`config.mk`:
```
export PLATFORM = sky130hd
export DESIGN_NAME = crwr_lane
export DESIGN_NICKNAME = d
export VERILOG_FILES = /design/src/hdl/crwr_pkg.sv /design/src/hdl/crwr_lane.sv
export SDC_FILE = /design/constraint.sdc
export NUM_CORES = 1
export LEC_CHECK = 0
export ABC_AREA = 0
export BUFFER_PORTS_ARGS = -buffer_cell sky130_fd_sc_hd__buf_2
export CAP_MARGIN = 20
export CORE_MARGIN = 10
export CORE_UTILIZATION = 60
export DETAILED_ROUTE_END_ITERATION = 16
export GPL_TIMING_DRIVEN = 0
export PLACE_DENSITY = 0.78
export SLEW_MARGIN = 30
export SYNTH_ARGS = -nofsm -noshare
export SYNTH_HDL_FRONTEND = slang
export SYNTH_SLANG_ARGS = --single-unit
```
`constraint.sdc`:
```
create_clock -name clk -period 7.5 [get_ports clk]
set_input_delay 0.75 -clock clk [delete_from_list [all_inputs] [get_ports clk]]
set_output_delay 0.75 -clock clk [all_outputs]
set_load 0.02 [all_outputs]
```
`src/hdl/crwr_pkg.sv`:
```
// Shared types and constants for the CSR row weighted reduction block.
// No dependencies; every other file in hdl/ refers to it by scoped names.

package crwr_pkg;

    // Lane geometry
    localparam int NUM_OUT       = 8;      // result lanes on the port
    localparam int LANES         = 8;      // active lanes, 1..NUM_OUT
    localparam int DATA_W        = 16;     // Q8.8 word
    localparam int ACC_W         = 32;     // per-lane accumulator
    localparam int CNT_W         = 16;
    localparam int MAX_ROW_EDGES = 65535;  // edge count saturates here
    localparam int DIV_CNT_W     = $clog2(ACC_W);

    // Stream word widths
    localparam int IN_DATA_W  = DATA_W * (NUM_OUT + 1);
    localparam int OUT_DATA_W = DATA_W * NUM_OUT;

    // Configuration port
    localparam int CFG_IDX_W  = 1;
    localparam int CFG_DATA_W = 2;
    localparam logic [CFG_IDX_W-1:0] REG_REDUCE_MODE = 1'd0;
    localparam logic [CFG_IDX_W-1:0] REG_USE_WEIGHT  = 1'd1;

    // Reduction modes; the unused code reduces as a sum
    localparam logic [1:0] MODE_SUM  = 2'd0;
    localparam logic [1:0] MODE_MEAN = 2'd1;
    localparam logic [1:0] MODE_MAX  = 2'd2;

    typedef logic signed [DATA_W-1:0] lane_word_t;

    typedef enum logic [1:0] {
        ST_RUN,
        ST_FIN,
        ST_DIV,
        ST_LOAD
    } state_t;

    // Control broadcast from the sequencer to every lane
    typedef struct packed {
        logic use_weight;
        logic mode_max;
        logic mode_mean;
        logic acc_en;
        logic first;
        logic div_start;
        logic div_step;
    } lane_ctrl_t;

endpackage

```
`src/hdl/crwr_lane.sv`:
```
// One reduction lane: weight multiply, Q8.8 rounding, running sum or max,
// and a radix-2 divider for the mean. Depends on crwr_pkg.

module crwr_lane (
    input  logic                                clk,
    input  logic                                rst_n,
    input  crwr_pkg::lane_ctrl_t                ctrl,
    input  logic signed [crwr_pkg::DATA_W-1:0]  weight,
    input  logic signed [crwr_pkg::DATA_W-1:0]  feat,
    input  logic        [crwr_pkg::CNT_W-1:0]   edge_count,
    output crwr_pkg::lane_word_t                result
);

    localparam int DW = crwr_pkg::DATA_W;
    localparam int AW = crwr_pkg::ACC_W;
    localparam int CW = crwr_pkg::CNT_W;
    localparam int FRAC = 8;

    localparam logic signed [AW-1:0] HALF_LSB = AW'(1 << (FRAC - 1));
    localparam logic signed [AW-1:0] ACC_MAX  = {1'b0, {(AW-1){1'b1}}};
    localparam logic signed [AW-1:0] ACC_MIN  = {1'b1, {(AW-1){1'b0}}};
    localparam logic signed [DW-1:0] W_MAX    = {1'b0, {(DW-1){1'b1}}};
    localparam logic signed [DW-1:0] W_MIN    = {1'b1, {(DW-1){1'b0}}};

    logic signed [AW-1:0]      prod_w;
    logic signed [AW-1:0]      prod_reg;
    logic signed [AW-1:0]      rnd;
    logic signed [AW-FRAC-1:0] shifted;
    logic signed [DW-1:0]      v_next;
    logic signed [DW-1:0]      v_reg;
    logic signed [AW:0]        sum_wide;
    logic signed [AW-1:0]      sum_sat;
    logic signed [AW-1:0]      v_ext;
    logic signed [AW-1:0]      acc_next;
    logic signed [AW-1:0]      acc_reg;
    logic                      neg_reg;
    logic        [AW-1:0]      q_reg;
    logic        [CW-1:0]      rem_reg;
    logic        [CW:0]        trial;
    logic        [CW:0]        trial_diff;
    logic                      trial_ge;
    logic signed [DW-1:0]      mean_sat;
    logic signed [DW-1:0]      acc_sat;

    // Stage 1: product, or the feature lifted to Q16.16 when weights are off
    assign prod_w = weight * feat;

    always_ff @(posedge clk)
    begin
        if (ctrl.use_weight)
        begin
            prod_reg <= prod_w;
        end
        else
        begin
            prod_reg <= {{(AW-DW-FRAC){feat[DW-1]}}, feat, {FRAC{1'b0}}};
        end
    end

    // Stage 2: round half up to Q8.8 and saturate
    assign rnd     = prod_reg + HALF_LSB;
    assign shifted = rnd[AW-1:FRAC];

    always_comb
    begin
        if (shifted[AW-FRAC-1:DW-1] == '0 || shifted[AW-FRAC-1:DW-1] == '1)
        begin
            v_next = shifted[DW-1:0];
        end
        else if (shifted[AW-FRAC-1])
        begin
            v_next = W_MIN;
        end
        else
        begin
            v_next = W_MAX;
        end
    end

    always_ff @(posedge clk)
    begin
        v_reg <= v_next;
    end

    // Stage 3: accumulate; the first edge of a row loads in every mode
    assign v_ext    = {{(AW-DW){v_reg[DW-1]}}, v_reg};
    assign sum_wide = {acc_reg[AW-1], acc_reg} + {v_ext[AW-1], v_ext};

    always_comb
    begin
        if (sum_wide[AW] != sum_wide[AW-1])
        begin
            sum_sat = sum_wide[AW] ? ACC_MIN : ACC_MAX;
        end
        else
        begin
            sum_sat = sum_wide[AW-1:0];
        end
    end

    always_comb
    begin
        if (ctrl.first)
        begin
            acc_next = v_ext;
        end
        else if (ctrl.mode_max)
        begin
            acc_next = (v_ext > acc_reg) ? v_ext : acc_reg;
        end
        else
        begin
            acc_next = sum_sat;
        end
    end

    always_ff @(posedge clk)
    begin
        if (ctrl.acc_en)
        begin
            acc_reg <= acc_next;
        end
    end

    // Mean: restoring divide of |acc| by the edge count, one bit per cycle
    assign trial      = {rem_reg, q_reg[AW-1]};
    assign trial_ge   = trial >= {1'b0, edge_count};
    assign trial_diff = trial - {1'b0, edge_count};

    always_ff @(posedge clk or negedge rst_n)
    begin
        if (!rst_n)
        begin
            neg_reg <= 1'b0;
        end
        else if (ctrl.div_start)
        begin
            neg_reg <= acc_reg[AW-1];
        end
    end

    always_ff @(posedge clk)
    begin
        if (ctrl.div_start)
        begin
            q_reg   <= acc_reg[AW-1] ? AW'(-acc_reg) : acc_reg;
            rem_reg <= '0;
        end
        else if (ctrl.div_step)
        begin
            q_reg   <= {q_reg[AW-2:0], trial_ge};
            rem_reg <= trial_ge ? trial_diff[CW-1:0] : trial[CW-1:0];
        end
    end

    // Saturate the quotient magnitude with its sign
    always_comb
    begin
        if (neg_reg)
        begin
            if (q_reg > AW'(1 << (DW - 1)))
            begin
                mean_sat = W_MIN;
            end
            else
            begin
                mean_sat = -q_reg[DW-1:0];
            end
        end
        else
        begin
            if (q_reg > AW'(W_MAX))
            begin
                mean_sat = W_MAX;
            end
            else
            begin
                mean_sat = q_reg[DW-1:0];
            end
        end
    end

    always_comb
    begin
        if (acc_reg > AW'(W_MAX))
        begin
            acc_sat = W_MAX;
        end
        else if (acc_reg < AW'(W_MIN))
        begin
            acc_sat = W_MIN;
        end
        else
        begin
            acc_sat = acc_reg[DW-1:0];
        end
    end

    assign result = ctrl.mode_mean ? mean_sat : acc_sat;

endmodule

```
==> impl_metrics.csv <==
group,metric,value,unit
status,run_status,"finished, final reports clean",
floorplan,io_pins,73,
floorplan,core,32500,um^2
global_routing,global_route.usage.met3,4.27,%
critical_path,criticalPathCategory,"input pin to flop",
timing,hold_slack,0.0871,ns
global_routing,global_route.usage.total,25.5,%
floorplan,die_height,201,um
synth,yosysWarningCount,0,
cts,clkSinkCount,122,
timing,fin_crit_sh,93.8,%
drt,vias_per_cell,5.77,
critical_path,worstSetupStartpointType,"input pin",
cts,clkSlewWorstSetupHoldPaths,0.05,ns
drt,wl,51300,um
floorplan,die_x,201,um
final_layout,number_of_nets_in_the_finished_design,2853,
critical_path,worst_r2r_path_depth,13,
synth,mappedNetlistNets,2761,
final_layout,post_route_cells_drive_above_1_share,8.26,%
global_routing,grtUsageMet2,44.8,%
timing,timing.final.max_slew_violations,0,
cts,cts_setup_buffers,0,
floorplan,rows,66,
floorplan,floorplan.die_area,40500,um^2
cts,cts.path.max_buffers,2,
place,finalWeightedCongestion,0.953,
timing,rsz0062_at_grt,"no",
synth,synth.ff_latch_count,122,
place,portBuffers,70,
global_routing,grt_max_degree,34,
timing,final_hold_viol_count,0,
synth,seq_area_frac_synth,15.7,%
global_routing,number_of_antenna_violations_at_the_first_check_in_global_routing,2,
global_routing,wire_length_of_the_first_global_routing_pass,84500,um
timing,fmax,142,MHz
drt,post_drt_wl_per_cell,18.2,um
synth,ys.flop_type,"sky130_fd_sc_hd__edfxtp_1",
critical_path,cp_slowest_stage_delay,0.55,ns
critical_path,path_common_cell,"sky130_fd_sc_hd__fa_1",
global_routing,grt_overflow,0,
critical_path,worst-r2r-setup-slack,2.57,ns
min_path,holdCritPathClass,"input pin to async pin",
critical_path,setup.worst_path.end_class,"flop",
critical_path,crit_arrival,7.36,ns
place,sum_of_net_half_perimeters_after_detailed_placement,42300,um
cts,holdBufCountCts,0,
drt,detailroute.via_count,16296,
timing,setup-violations-final,0,
critical_path,timing.critical_path.max_delay_family,"adder cells",
critical_path,required,7.82,ns
synth,synth_enable_flop_cells,64,
floorplan,initial_utilization,60.7,%
global_routing,global_route.usage.met1,30.5,%
timing,period_minus_slack,7.04,ns
cts,num_cts_buffers,17,
synth,async_set_reset_flop_share_out_of_synthesis,0.820,%
critical_path,regToRegEndpoint,"acc_reg[24]",
flow_run,cap_viol_max_count,0,
critical_path,cell_with_the_largest_stage_delay_on_the_worst_path,"sky130_fd_sc_hd__fa_1",
synth,post_synth_instance_area,19700,um^2
timing,timing.max_slew.rel_slack,43.6,%
global_routing,grt_pass1_vias,16975,
drt,detailed_router_iteration_count_before_antenna_repair,7,
drt,route.antenna.remaining_nets,0,
cts,worst_skew_pair.late_latency,0.43,ns
timing,worst_pin_slew,0.839,ns
final_layout,mostFrequentLayoutCells,"sky130_fd_sc_hd__inv_1 (419), sky130_fd_sc_hd__fa_1 (263), sky130_fd_sc_hd__nand2_1 (220), sky130_fd_sc_hd__ha_1 (162), sky130_fd_sc_hd__a21oi_1 (132)",
cts,htreeDepth,4,
timing,fin_worst_skew,0.0103,ns
cts,cts_tree,"built",
synth,syn_area_per_cell,8.65,um^2
final_layout,layout.cells.most_common,"sky130_fd_sc_hd__inv_1",
critical_path,timing.critical_path.buf_inv,7,
cts,post_cts_resize_count,0,
critical_path,cp-startpoint,"feat[9]",
final_layout,area_growth_from_synthesis_to_final_layout,8.01,%
critical_path,worst_r2r_startpoint,"v_reg[15]",
cts,clk_root_buffer_cell,"sky130_fd_sc_hd__clkbuf_16",
drt,detail_route.drc_violations,0,
critical_path,critPathMaxFanout,10,
global_routing,most_congested_layer_reported_by_global_routing,"met2",
synth,number_of_distinct_standard_cells_referenced_by_the_synthesized_netlist,93,
final_layout,antenna_cells_inserted,0,
drt,dr.first_iter.drc_count,1143,
synth,post_synth_inst_count,2279,
critical_path,timing.critical_path.cells,"clkbuf_1, clkbuf_1, nand2_1, fa_1, inv_1, fa_1, inv_1, fa_1, inv_1, fa_1, fa_1, inv_1, fa_1, inv_1, ha_1, o21a_1, o21a_1, nand4_1, o211ai_1, o211ai_2, o21bai_1, a21oi_1, xnor2_1, a21o_1",
==> routing by layer <==
layer	wire (um)	share of wire, %
met4	1770	3.4
met1	20700	40
met3	3480	6.8
met2	25400	49
met5	25	0.049
==> layout make-up <==
class                      instances  area (um^2)
multi-input combinational       1652        14700
fill                            2698        11200
sequential                       122         3090
inverter                         423         1590
tap                              442          553
clock buffer                      19          475
timing repair buffer              73          404
buffer                            82          352
clock inverter                    13          114
==> metrics by stage <==
step                TNS (ns)  util [%]  instances  cell area (um^2)  worst slack [ns]
floorplan                  0         -       2279             19700              1.03
global placement      -29.63      63.5       2791             20600            -0.928
detailed placement         0      63.8       2794             20700            0.0605
CTS                        0      65.6       2826             21300             0.500
global route               0      65.6       2826             21300            0.0988
finish                     0      65.6       2826             21300             0.464
==> Yosys cell counts (10+ instances only) <==
master                       n  area [um^2]
sky130_fd_sc_hd__edfxtp_1   64         1920
sky130_fd_sc_hd__ha_1      162         2030
sky130_fd_sc_hd__o41ai_1    10         87.6
sky130_fd_sc_hd__mux2_2     13          146
sky130_fd_sc_hd__xor2_1     23          201
sky130_fd_sc_hd__a211oi_1   15          113
sky130_fd_sc_hd__o21ai_0    66          330
sky130_fd_sc_hd__nor3_1     27          135
sky130_fd_sc_hd__o31ai_1    26          195
sky130_fd_sc_hd__a21oi_1   132          661
sky130_fd_sc_hd__nand2b_1   28          175
sky130_fd_sc_hd__inv_1     419         1570
sky130_fd_sc_hd__nor2_1    127          477
sky130_fd_sc_hd__fa_1      263         5270
sky130_fd_sc_hd__a21o_1     27          203
sky130_fd_sc_hd__a22oi_1    12         90.1
sky130_fd_sc_hd__buf_2      11         55.1
sky130_fd_sc_hd__nand3_1    33          165
sky130_fd_sc_hd__a31oi_1    10         62.6
sky130_fd_sc_hd__nand2_1   220          826
sky130_fd_sc_hd__clkbuf_1   62          233
sky130_fd_sc_hd__dfxtp_1    57         1140
sky130_fd_sc_hd__xnor2_1    90          788
sky130_fd_sc_hd__nor2b_1    15         93.8
sky130_fd_sc_hd__o21ai_1    32          160
sky130_fd_sc_hd__nor4_1     15         93.8
sky130_fd_sc_hd__and2_1    122          763
sky130_fd_sc_hd__o21ai_2    10         87.6
sky130_fd_sc_hd__nand4_1    25          156
==> cell families (layout without fill, tap and decap cells) <==
kind of cell | Yosys count | in the layout | share of synthesized area (%)
AND/OR/NAND/NOR | 671 | 671 | 17.1
buffers and inverters | 505 | 610 | 9.84
adder cells (fa/ha/maj) | 425 | 425 | 37.0
AO/OA/AOI/OAI | 420 | 420 | 14.1
flip-flops | 122 | 122 | 15.7
XOR/XNOR | 113 | 113 | 5.02
multiplexers | 23 | 23 | 1.26
==> worst max path at each step <==
stage	end	slack [ns]	depth (start not counted)
floorplan	prod_reg[28]	1.03	24
global placement	acc_reg[23]	-0.93	11
detailed placement	prod_reg[28]	0.06	24
CTS	prod_reg[28]	0.50	24
global route	prod_reg[29]	0.1	24
finish	prod_reg[28]	0.46	24
Power is left out: the tool's default activity adds up to more than one toggle a clock period on the data nets, which glitch-free logic cannot reach.
