**config.mk**
```make
export PLATFORM = sky130hd
export DESIGN_NAME = crwr_merge
export DESIGN_NICKNAME = d
export VERILOG_FILES = /design/src/hdl/crwr_pkg.sv /design/src/hdl/crwr_merge.sv
export SDC_FILE = /design/constraint.sdc
export NUM_CORES = 1
export LEC_CHECK = 0
export ABC_AREA = 1
export BUFFER_PORTS_ARGS = -buffer_cell sky130_fd_sc_hd__buf_2
export CORE_MARGIN = 2
export CORE_UTILIZATION = 48
export DETAILED_ROUTE_END_ITERATION = 8
export PLACE_DENSITY = 0.93
export SLEW_MARGIN = 20
export SYNTH_ARGS = -nofsm -noshare
export SYNTH_HDL_FRONTEND = slang
export SYNTH_SLANG_ARGS = --single-unit
```
**constraint.sdc**
```tcl
create_clock -name clk -period 1.4 [get_ports clk]
set_input_delay 0.28 -clock clk [delete_from_list [all_inputs] [get_ports clk]]
set_output_delay 0.28 -clock clk [all_outputs]
set_load 0.05 [all_outputs]
```
**src/hdl/crwr_pkg.sv**
```systemverilog
// Shared types and constants for the CSR row weighted reduction block.
// No dependencies; every other file in hdl/ refers to it by scoped names.

package crwr_pkg;

    // Lane geometry
    localparam int NUM_OUT       = 8;      // result lanes on the port
    localparam int LANES         = 8;      // active lanes, 1..NUM_OUT
    localparam int DATA_W        = 16;     // Q8.8 word
    localparam int ACC_W         = 32;     // per-lane accumulator
    localparam int CNT_W         = 16;
    localparam int MAX_ROW_EDGES = 65535;  // edge count saturates here
    localparam int DIV_CNT_W     = $clog2(ACC_W);

    // Stream word widths
    localparam int IN_DATA_W  = DATA_W * (NUM_OUT + 1);
    localparam int OUT_DATA_W = DATA_W * NUM_OUT;

    // Configuration port
    localparam int CFG_IDX_W  = 1;
    localparam int CFG_DATA_W = 2;
    localparam logic [CFG_IDX_W-1:0] REG_REDUCE_MODE = 1'd0;
    localparam logic [CFG_IDX_W-1:0] REG_USE_WEIGHT  = 1'd1;

    // Reduction modes; the unused code reduces as a sum
    localparam logic [1:0] MODE_SUM  = 2'd0;
    localparam logic [1:0] MODE_MEAN = 2'd1;
    localparam logic [1:0] MODE_MAX  = 2'd2;

    typedef logic signed [DATA_W-1:0] lane_word_t;

    typedef enum logic [1:0] {
        ST_RUN,
        ST_FIN,
        ST_DIV,
        ST_LOAD
    } state_t;

    // Control broadcast from the sequencer to every lane
    typedef struct packed {
        logic use_weight;
        logic mode_max;
        logic mode_mean;
        logic acc_en;
        logic first;
        logic div_start;
        logic div_step;
    } lane_ctrl_t;

endpackage

```
**src/hdl/crwr_merge.sv**
```systemverilog
// Merging stage: packs the lane results into one output word and holds it
// in the output register until taken. Depends on crwr_pkg.

module crwr_merge (
    input  logic                                 clk,
    input  logic                                 rst_n,
    input  logic                                 load,
    input  logic                                 zero,
    input  crwr_pkg::lane_word_t                 lane_res [crwr_pkg::NUM_OUT],
    output logic                                 free,
    input  logic                                 m_ready,
    output logic                                 m_valid,
    output logic [crwr_pkg::OUT_DATA_W-1:0]      m_data
);

    localparam int DW = crwr_pkg::DATA_W;

    logic                               valid_reg;
    logic [crwr_pkg::OUT_DATA_W-1:0]    data_reg;
    logic [crwr_pkg::OUT_DATA_W-1:0]    data_next;

    // Empty rows report zero on every lane
    always_comb
    begin
        for (int k = 0; k < crwr_pkg::NUM_OUT; k++)
        begin
            data_next[k*DW +: DW] = zero ? '0 : lane_res[k];
        end
    end

    assign free = !valid_reg || m_ready;

    always_ff @(posedge clk or negedge rst_n)
    begin
        if (!rst_n)
        begin
            valid_reg <= 1'b0;
        end
        else if (load)
        begin
            valid_reg <= 1'b1;
        end
        else if (m_ready)
        begin
            valid_reg <= 1'b0;
        end
    end

    always_ff @(posedge clk)
    begin
        if (load)
        begin
            data_reg <= data_next;
        end
    end

    assign m_valid = valid_reg;
    assign m_data  = data_reg;

endmodule

```
==> impl_results.md, run 1 <==
- Status: complete, but fails checks
- Failing checks: negative setup slack
- Overall die width: 106 um
- Num rows: 37
- Min Clock Period, post-route: 1430 ps
- Worst Path Max Fanout: 2
- Die Y: 106 um
- Total clock sinks: 129
- Most frequent cells in the layout: 182 x buf_2, 130 x inv_1, 128 x nor2_1, 128 x edfxtp_1, 62 x buf_4
- CP max-delay cell: dfrtp_1
- Pre-CTS setup slack: 236 ps
- Area growth syn-to-layout: 47.4%
- Mapped cell area: 5000 um2
- Total power: 0.0112 W
- Final ANT Viol Nets: 0
- Top cells by area, synth: edfxtp_1 77%, inv_1 9.8%, nor2_1 9.6%
- I/O Buffers: 262
- Avg WL per Cell: 13.7 um
- Antenna violations before repair: 0
- Max cap viols: 0
- Crit path max-delay family: flip-flops
- Crit end category: output pin
- Share of post-route cells with drive strength above 1: 43.7%
- Starting density of the core: 48.9%
- Hold WS: 54.7 ps
- Reg clk slew, reported paths: 60 ps
- Multiplexer share of the synthesized area: 0%
- Leak: 3.69 nW
- Startpoint types: register
- Crit-path cells: nand2_2 > buf_8
- Final period utilization: 102%
- Via/cell ratio: 4.34
- H-tree Lvls: 4
- Netlist cell types: 7
- Most common cell after layout, fill and taps aside: buf_2
- Number of synthesized register bits: 129
- Fmax: 0.698 GHz
- Die area: 11,200 um2
- Post-synth top area share: 76.9%
- Final wirelength: 11.4 mm
- Core footprint: 10,200 um2
- Syn nets: 536
- Final setup viols: 2
- CP arrival: 1150 ps
- First-pass DRT Iterations: 5
- Post-Syn Instances: 403
- Worst-Skew Late Latency: 500 ps
- Peak supply drop: 0.000976 V
- Post-Synth Simple-Gate Area: 9.76%
- Compound-gate portion of the synthesized area: 0%
- Vias in the first global route: 3,574
- RSZ-0062 raised after global routing: yes
- Crit Path Class: reg2out
- Adder-cell share of the synthesized area: 0%
- Worst-margin pin slew: 320 ps
- CTS tree: done
- Largest net degree at the start of global routing: 73
- Root buf cell: clkbuf_8
- CP required: 1120 ps
- Post-synth top area cell: edfxtp_1
- Worst slew margin: 78.6%
- Setup TNS: -56.9 ps
- Num ports: 263
- Tightest Hold Check Type: in2reg
- Sequential share of the synthesized area: 77.4%
- Max incr delay on CP: 400 ps
- Nets: 815
- Syn Area/Cell: 12.4 um2
- Fin Clk Skew: 0 ps
- DR DRC count: 0
- First-pass GRT wire length: 16.7 mm
- Final WS setup: -32.4 ps
- GRT Total Usage: 19.6%
- PwrDens: 1520 nW/um2
- Number of diodes: 0
- CTS Buf Count: 17
- Yosys Warn Count: 0
- Slew Viols, Final: 0
- Hpwl dp: 8.23 mm
- Largest family of logic cells by synthesized area: buffers and inverters
- Xor/xnor share of the synthesized area: 0%
- Initial drt markers: 197
- CTS max path bufs: 2
- WP buf/inv: 1
- Final Wtd Congestion: 0.821
- Vias post-DR: 3,603
- Fin. Hold Viols: 0
- Final global-route overflow total: 0
sequential cells by signal (all words and copies together) (netlist names):
name	cells
m_data	128
m_valid	1
cells in the mapped netlist:
library cell  count
buf_4             1
buf_6            13
nand2_1           2
inv_1           130
dfrtp_1           1
nor2_1          128
edfxtp_1        128
repair_timing:
action	4_1_cts	5_1_grt
gates resized for setup	26	127
buffers inserted	0	1
hold buffers	1	0
setup endpoints to repair	18	75
pin swaps	1	1
endpoints found under the hold margin	1	0
cells by family after synthesis:
group | after synthesis
buffers and inverters | 144
flip-flops | 129
AND/OR/NAND/NOR | 130
tightest hold or removal path: stages:
cell    delay, ps
buf_2          70
inv_1          30
nor2_1         60
metal layers:
layer	up-vias	wire (um)	GRT usage, %	share of wire [%]
met3	18	1050	8.03	9.3
met4	0	190	7.80	1.7
met2	170	6210	35.5	55
met5	-	0	0	0
li1	1766	-	-	-
met1	1649	3910	20.1	34
final timing paths:
| check | from | end | slack [ps] | cells after the start |
|---|---|---|---|---|
| min in group asynchronous | rst_n | m_valid$_DFFE_PN0P_ | 90 | 2 |
| setup / recovery | m_valid$_DFFE_PN0P_ | free | -30 | 2 |
| setup reg to reg | m_valid$_DFFE_PN0P_ | m_valid$_DFFE_PN0P_ | 650 | 3 |
| hold / removal | lane_res[43] | m_data[91]$_SDFFCE_PP0P_ | 50 | 3 |
| hold reg to reg | m_valid$_DFFE_PN0P_ | m_valid$_DFFE_PN0P_ | 670 | 3 |
| max in group asynchronous | rst_n | m_valid$_DFFE_PN0P_ | 1230 | 2 |
final cells by class:
type                    instances  area (um2)
fillers                       667        2860
clock buffers                  19         422
repair buffers                274        1740
inverters                     130         488
multi-input cells             130         490
flip-flops and latches        129        3870
well taps                     136         170
clock inverters                13         190
report_power, final:
group | internal (W) | switching, W | total (W)
Sequential | 0.00459 | 0.0000892 | 0.00468
Combinational | 0.000563 | 0.00147 | 0.00203
Clock | 0.00290 | 0.00159 | 0.00449
Total | 0.00805 | 0.00314 | 0.0112
through the flow:
step	utilization, %	area, um2	cells
CTS	70.0	7170	830
finish	72.0	7370	831
global route	72.0	7370	831
detailed placement	63.2	6470	797
floorplan	-	5000	403
global placement	63.2	6470	797
(Power assumes the default switching activity.)
==> inputs of run 2 (changes only) <==
Settings changed: ABC_AREA 1 to 0, PLACE_DENSITY 0.93 to 0.94.
==> impl_results.md, run 2 <==
- Final WS setup: -68.8 ps (-36.4 ps)
- Area growth syn-to-layout: 48.5%
- Post-DP Area: 6260 um2 (-3.2%)
- CP required: 1120 ps (about the same)
- Core footprint: 9730 um2 (-4.9%)
- Die area: 10,800 um2 (-4.1%)
- Worst Path Max Fanout: 2 (unchanged)
- Number of diodes: 0 (unchanged)
- H-tree Lvls: 4 (unchanged)
- CP arrival: 1190 ps (+40 ps)
- DR DRC count: 0 (unchanged)
- Sequential share of the synthesized area: 80.9% (+3.5 points)
- Post-Syn Instances: 273 (-32%)
- CTS tree: done
- Via/cell ratio: 4.63 (+6.8%)
- Most frequent cells in the layout: 169 x buf_2, 128 x nor2b_1, 128 x edfxtp_1
- Largest register FFs: 128 (unchanged)
- Startpoint types: register
- Worst slew margin: 81.1% (+2.5 points)
- Final wirelength: 11.1 mm (-1.8%)
- Min Clock Period, post-route: 1470 ps (+36.4 ps)
- Die Y: 104 um (-2.1%)
- Final ANT Viol Nets: 0 (unchanged)
- Leak: 2.97 nW (-20%)
- Hpwl dp: 7.88 mm (-4.3%)
- Final period utilization: 105% (+2.6 points)
- Starting density of the core: 49.2% (+0.31 points)
- Crit Path Class: reg2out
- Tightest Hold Check Type: in2async
- Post-synth EDFFs: 128 (unchanged)
- CTS max path bufs: 2 (unchanged)
- Finished Cell Area: 7100 um2 (-3.6%)
- Pre-CTS setup slack: 249 ps (+12.4 ps)
- Reg clk slew, reported paths: 50 ps (about the same)
- Async SR Flop Fraction: 0.775% (unchanged)
- Post-synth top area share: 80.4% (+3.5 points)
- Final global-route overflow total: 0 (unchanged)
- Worst-Skew Late Latency: 490 ps (about the same)
- Yosys Warn Count: 0 (unchanged)
- Antenna violations before repair: 0 (unchanged)
- Nets: 681 (-16%)
- Syn nets: 406 (-24%)
- Top cells by area, synth: edfxtp_1 80%, nor2b_1 17%, buf_4 1.6%
- Fin. Hold Viols: 0 (unchanged)
- CTS Buf Count: 17 (unchanged)
- Largest net degree at the start of global routing: 64 (-12%)
- Root buf cell: clkbuf_8
- Vias post-DR: 3,199 (-11%)
- GRT Total Usage: 20.3% (+0.67 points)
- Worst R2R Path Depth: 3 (unchanged)
- I/O Buffers: 262 (unchanged)
- Num rows: 36 (-2.7%)
- Failing checks: negative setup slack
- Vias in the first global route: 3,353 (-6.2%)
- Syn Area/Cell: 17.5 um2 (+41%)
- Synth top cells by count: 128 x edfxtp_1, 128 x nor2b_1, 10 x buf_4
- Final setup viols: 2 (unchanged)
- Worst-margin pin slew: 283 ps (-37.4 ps)
- Post-synth top area cell: edfxtp_1
- Overall die width: 104 um (-2.1%)
- Ys flop type: edfxtp_1
- Most common cell after layout, fill and taps aside: buf_2
- Crit end category: output pin
- Total clock sinks: 129 (unchanged)
- Share of post-route cells with drive strength above 1: 52.5% (+8.8 points)
- Number of synthesized register bits: 129 (unchanged)
- Avg WL per Cell: 16.1 um (+18%)
- RSZ-0062 raised after global routing: yes
- Peak supply drop: 0.000918 V (-5.9%)
- First-pass DRT Iterations: 4 (-1)
- PwrDens: 1440 nW/um2 (-5.1%)
- Fin Clk Skew: 0 ps (unchanged)
- Max cap viols: 0 (unchanged)
- Status: complete, but fails checks
- Slew Viols, Final: 0 (unchanged)
- Reg2reg setup slack: 610 ps (-40 ps)
- Mapped cell area: 4780 um2 (-4.3%)
- Final Wtd Congestion: 0.747 (-9.1%)
- Fmax: 0.681 GHz (-2.5%)
- Num ports: 263 (unchanged)
- Initial drt markers: 137 (-30%)
- Netlist cell types: 7 (unchanged)
- First-pass GRT wire length: 16.6 mm (-0.41%)
-- run 2: final cells by class --
type / instances / area, um2
timing repair buffer: 270 / 1780
fill: 616 / 2630
multi-input combinational: 130 / 813
clock buffer: 21 / 429
clock inverter: 8 / 43.8
sequential: 129 / 3870
tap: 133 / 166
-- run 2: final timing paths --
kind | startpoint | end
max | m_valid$_DFFE_PN0P_ | free
min | rst_n | m_valid$_DFFE_PN0P_
max reg2reg | m_valid$_DFFE_PN0P_ | m_valid$_DFFE_PN0P_
min reg2reg | m_valid$_DFFE_PN0P_ | m_valid$_DFFE_PN0P_
max in group asynchronous | rst_n | m_valid$_DFFE_PN0P_
min in group clk | lane_res[121] | m_data[9]$_SDFFCE_PP0P_
-- run 2: worst max-delay path, stage by stage, from the launching register on --
cell      delay, ps
dfrtp_1         390
nand2b_1        130
buf_6           180
-- run 2: kinds of logic (layout without fill, tap and decap cells) --
| group | Yosys count | count (layout) | share of synthesized area [%] |
|---|---|---|---|
| DFF | 129 | 129 | 80.9 |
| buffers and inverters | 14 | 299 | 2.12 |
| and+or+nand+nor | 130 | 130 | 17.0 |
-- run 2: routing by layer --
metal | share of wire, % | wire (um) | vias up | track usage [%]
met5 | 0 | 0 | - | 0
met4 | 2.4 | 270 | 0 | 8.88
met3 | 9.4 | 1050 | 23 | 8.24
met2 | 53 | 5900 | 193 | 35.4
met1 | 35 | 3930 | 1488 | 21.6
li1 | - | - | 1495 | -
-- run 2: stage by stage --
step                      hold WS (ps)  TNS [ps]  power, W  cells  utilization [%]
after floorplan                  -15.6         0   0.00602    273                -
after global placement            56.3         0   0.00655    660             64.3
after detailed placement          55.4         0   0.00660    660             64.3
after CTS                         45.0     -90.3    0.0102    691             70.5
after global routing              49.7      -268    0.0106    691             73.0
final                             75.9     -75.4    0.0102    691             73.0
-- run 2: timing repair --
action | CTS | global route
hold buffers | 1 | 0
setup buffers | 1 | 0
resized for setup | 39 | 143
endpoints found under the hold margin | 1 | 0
pin swaps | 0 | 0
endpoints found under the setup margin | 32 | 77
-- run 2: power breakdown --
group | total [W] | internal (W) | switching (W)
Clock | 0.00353 | 0.00211 | 0.00141
Sequential | 0.00470 | 0.00459 | 0.000106
Combinational | 0.00202 | 0.000613 | 0.00141
Total | 0.0102 | 0.00732 | 0.00293
==> inputs of run 3 (changes only) <==
Settings changed: CORE_UTILIZATION 48 to 40, PLACE_DENSITY 0.94 to 0.85.
Clock period 1.4 ns to 1.3 ns, I/O delays scaled along.
==> impl_results.md, run 3 (same netlist as run 2, synthesis figures left out) <==
- Share of post-route cells with drive strength above 1: 52.2% (-0.28 points)
- Reg2reg setup slack: 520 ps (-90 ps)
- Final Non-Filler Cells: 704 (+1.9%)
- Num rows: 39 (+8.3%)
- Failing checks: negative setup slack
- Crit end category: output pin
- Nets: 683 (+0.29%)
- Fin Clk Skew: 0 ps (unchanged)
- Min Clock Period, post-route: 1330 ps
- Tightest Hold Check Type: in2reg
- Max cap viols: 0 (unchanged)
- Overall die width: 113 um (+9.2%)
- Die area: 12,800 um2 (+19%)
- Met1 Wirelength: 3.87 mm (-1.8%)
- Worst slew margin: 81.9% (+0.72 points)
- Vias post-DR: 3,178 (-0.66%)
- Fillers: 885 (+44%)
- Worst R2R Path Depth: 3 (unchanged)
- CP max-delay cell: dfrtp_1
- Fin. Hold Viols: 0 (unchanged)
- Num ports: 263 (unchanged)
- Crit path max-delay family: flip-flops
- Met3 WL: 1.03 mm (-2.1%)
- Reg-to-Reg End: m_valid$_DFFE_PN0P_
- Avg WL per Cell: 15.2 um (-5.9%)
- Final setup viols: 2 (unchanged)
- GRT Total Usage: 16.5% (-3.8 points)
- Comb power frac: 17.8% (-1.9 points)
- Final ANT Viol Nets: 0 (unchanged)
- Max incr delay on CP: 380 ps (about the same)
- CTS Buf Count: 17 (unchanged)
- CP arrival: 1070 ps (-120 ps)
- Area growth syn-to-layout: 44.4%
- RSZ-0062 raised after global routing: yes
- Starting density of the core: 41.4% (-7.8 points)
- Hpwl dp: 7.97 mm (+1.1%)
- DR DRC count: 0 (unchanged)
- Final wirelength: 10.7 mm (-4.1%)
- Power Internal: 0.00821 W (+12%)
- CTS tree: done
- Status: complete, but fails checks
- CP required: 1040 ps (-80 ps)
- Final period utilization: 102%
- Worst-Skew Late Latency: 400 ps (-90 ps)
- Worst-margin pin slew: 272 ps (-10.8 ps)
- Die Y: 113 um (+9.2%)
- PwrDens: 1640 nW/um2 (+14%)
- Total clock sinks: 129 (unchanged)
- RR Startpoint: m_valid$_DFFE_PN0P_
- Startpoint types: register
- Total power: 0.0114 W (+11%)
- Vias in the first global route: 3,255 (-2.9%)
- Most common cell after layout, fill and taps aside: buf_2
- Antenna violations before repair: 0 (unchanged)
- Leak: 2.91 nW (-1.8%)
- Via/cell ratio: 4.51 (-2.5%)
- Clk pwr share: 37.9% (+3.5 points)
- Final WS setup: -25.7 ps (+43.2 ps)
- Max layer used: met4
- Hold Path Depth: 2
- Crit Path Class: reg2out
- Largest net degree at the start of global routing: 65 (+1.6%)
- Pre-CTS setup slack: 223 ps (-25.9 ps)
- Final global-route overflow total: 0 (unchanged)
- Fmax: 0.754 GHz
- Root buf cell: clkbuf_16
- First-pass GRT wire length: 15.9 mm (-4.3%)
- Most frequent cells in the layout: 243 x buf_2, 128 x nor2b_1, 128 x edfxtp_1
- CTS max path bufs: 2 (unchanged)
- First-pass DRT Iterations: 4 (unchanged)
- Worst min-delay path startpoint: lane_res[10]
- Core footprint: 11,600 um2 (+19%)
- I/O Buffers: 262 (unchanged)
- Worst Path Max Fanout: 2 (unchanged)
- Slew Viols, Final: 0 (unchanged)
- Flop pwr share: 44.3% (-1.6 points)
- NetSw: 0.00315 W (+7.5%)
- Worst Hold End: m_data[122]$_SDFFCE_PP0P_
- Net Sw Frac: 27.7% (-0.85 points)
- WP buf/inv: 1 (unchanged)
- Crit-path cells: nand2b_1 > buf_6
- WL met2: 5.48 mm (-7.1%)
- Number of diodes: 0 (unchanged)
- H-tree Lvls: 4 (unchanged)
- Placed cells: 672 (+1.8%)
- Reg clk slew, reported paths: 50 ps (about the same)
- Initial drt markers: 278 (+100%)
- Largest register FFs: 128 (unchanged)
- Final Wtd Congestion: 0.800 (+7.2%)
- Peak supply drop: 0.00118 V (+28%)
[run 3: cell count changes in the layout (fill, tap and decap cells not counted), sizes merged]
cell / change
clkinv: +3
buf: +2
bufinv: +2
clkbuf: -2
clkinvlp: -2
[run 3: how the worst max path moves through the flow]
stage	end	slack [ps]	from	cells past startpoint
6_report	free	-30	m_valid$_DFFE_PN0P_	2
5_1_grt	free	-80	m_valid$_DFFE_PN0P_	2
4_1_cts	free	-50	m_valid$_DFFE_PN0P_	2
3_5_place_dp	m_data[62]$_SDFFCE_PP0P_	220	load	2
3_3_place_gp	m_data[57]$_SDFFCE_PP0P_	260	load	2
2_1_floorplan	free	9	m_valid$_DFFE_PN0P_	1
[run 3: area by class of cell]
cell class	instances	area, um2	area share [%]
multi-input combinational	130	813	11.8
clock buffer	19	433	6.27
sequential	129	3870	56.0
clock inverter	11	97.6	1.41
timing repair buffer	272	1520	22.0
tap	143	179	2.59
[run 3: timing repair]
| action | in CTS | in global routing |
|---|---|---|
| hold buffers | 1 | 0 |
| hold endpoints to repair | 1 | 0 |
| gates cloned | 0 | 0 |
| setup buffers | 0 | 1 |
| endpoints found under the setup margin | 6 | 16 |
| gates resized for setup | 9 | 22 |
[run 3: power by group through the flow]
stage               registers (W)  logic [W]  clock network, W
floorplan                 0.00627   0.000210                 0
global placement          0.00510    0.00197                 0
detailed placement        0.00511    0.00200                 0
CTS                       0.00503    0.00202           0.00439
global route              0.00506    0.00211           0.00456
finish                    0.00503    0.00202           0.00430
[run 3: per-layer routing]
layer | global-route usage (%) | vias up
met1 | 17.7 | 1465
met2 | 27.8 | 186
met5 | 0 | -
met4 | 8.70 | 0
met3 | 6.91 | 25
li1 | - | 1502
[run 3: through the flow]
step | utilization [%] | cell area (um2) | hold WS (ps) | TNS, ps
floorplan | - | 4780 | -35.6 | 0
global placement | 54.5 | 6300 | 35.5 | 0
detailed placement | 54.5 | 6300 | 37.4 | 0
CTS | 59.4 | 6870 | 124 | -79.1
global route | 59.7 | 6910 | 140 | -142
finish | 59.7 | 6910 | 143 | -46.6
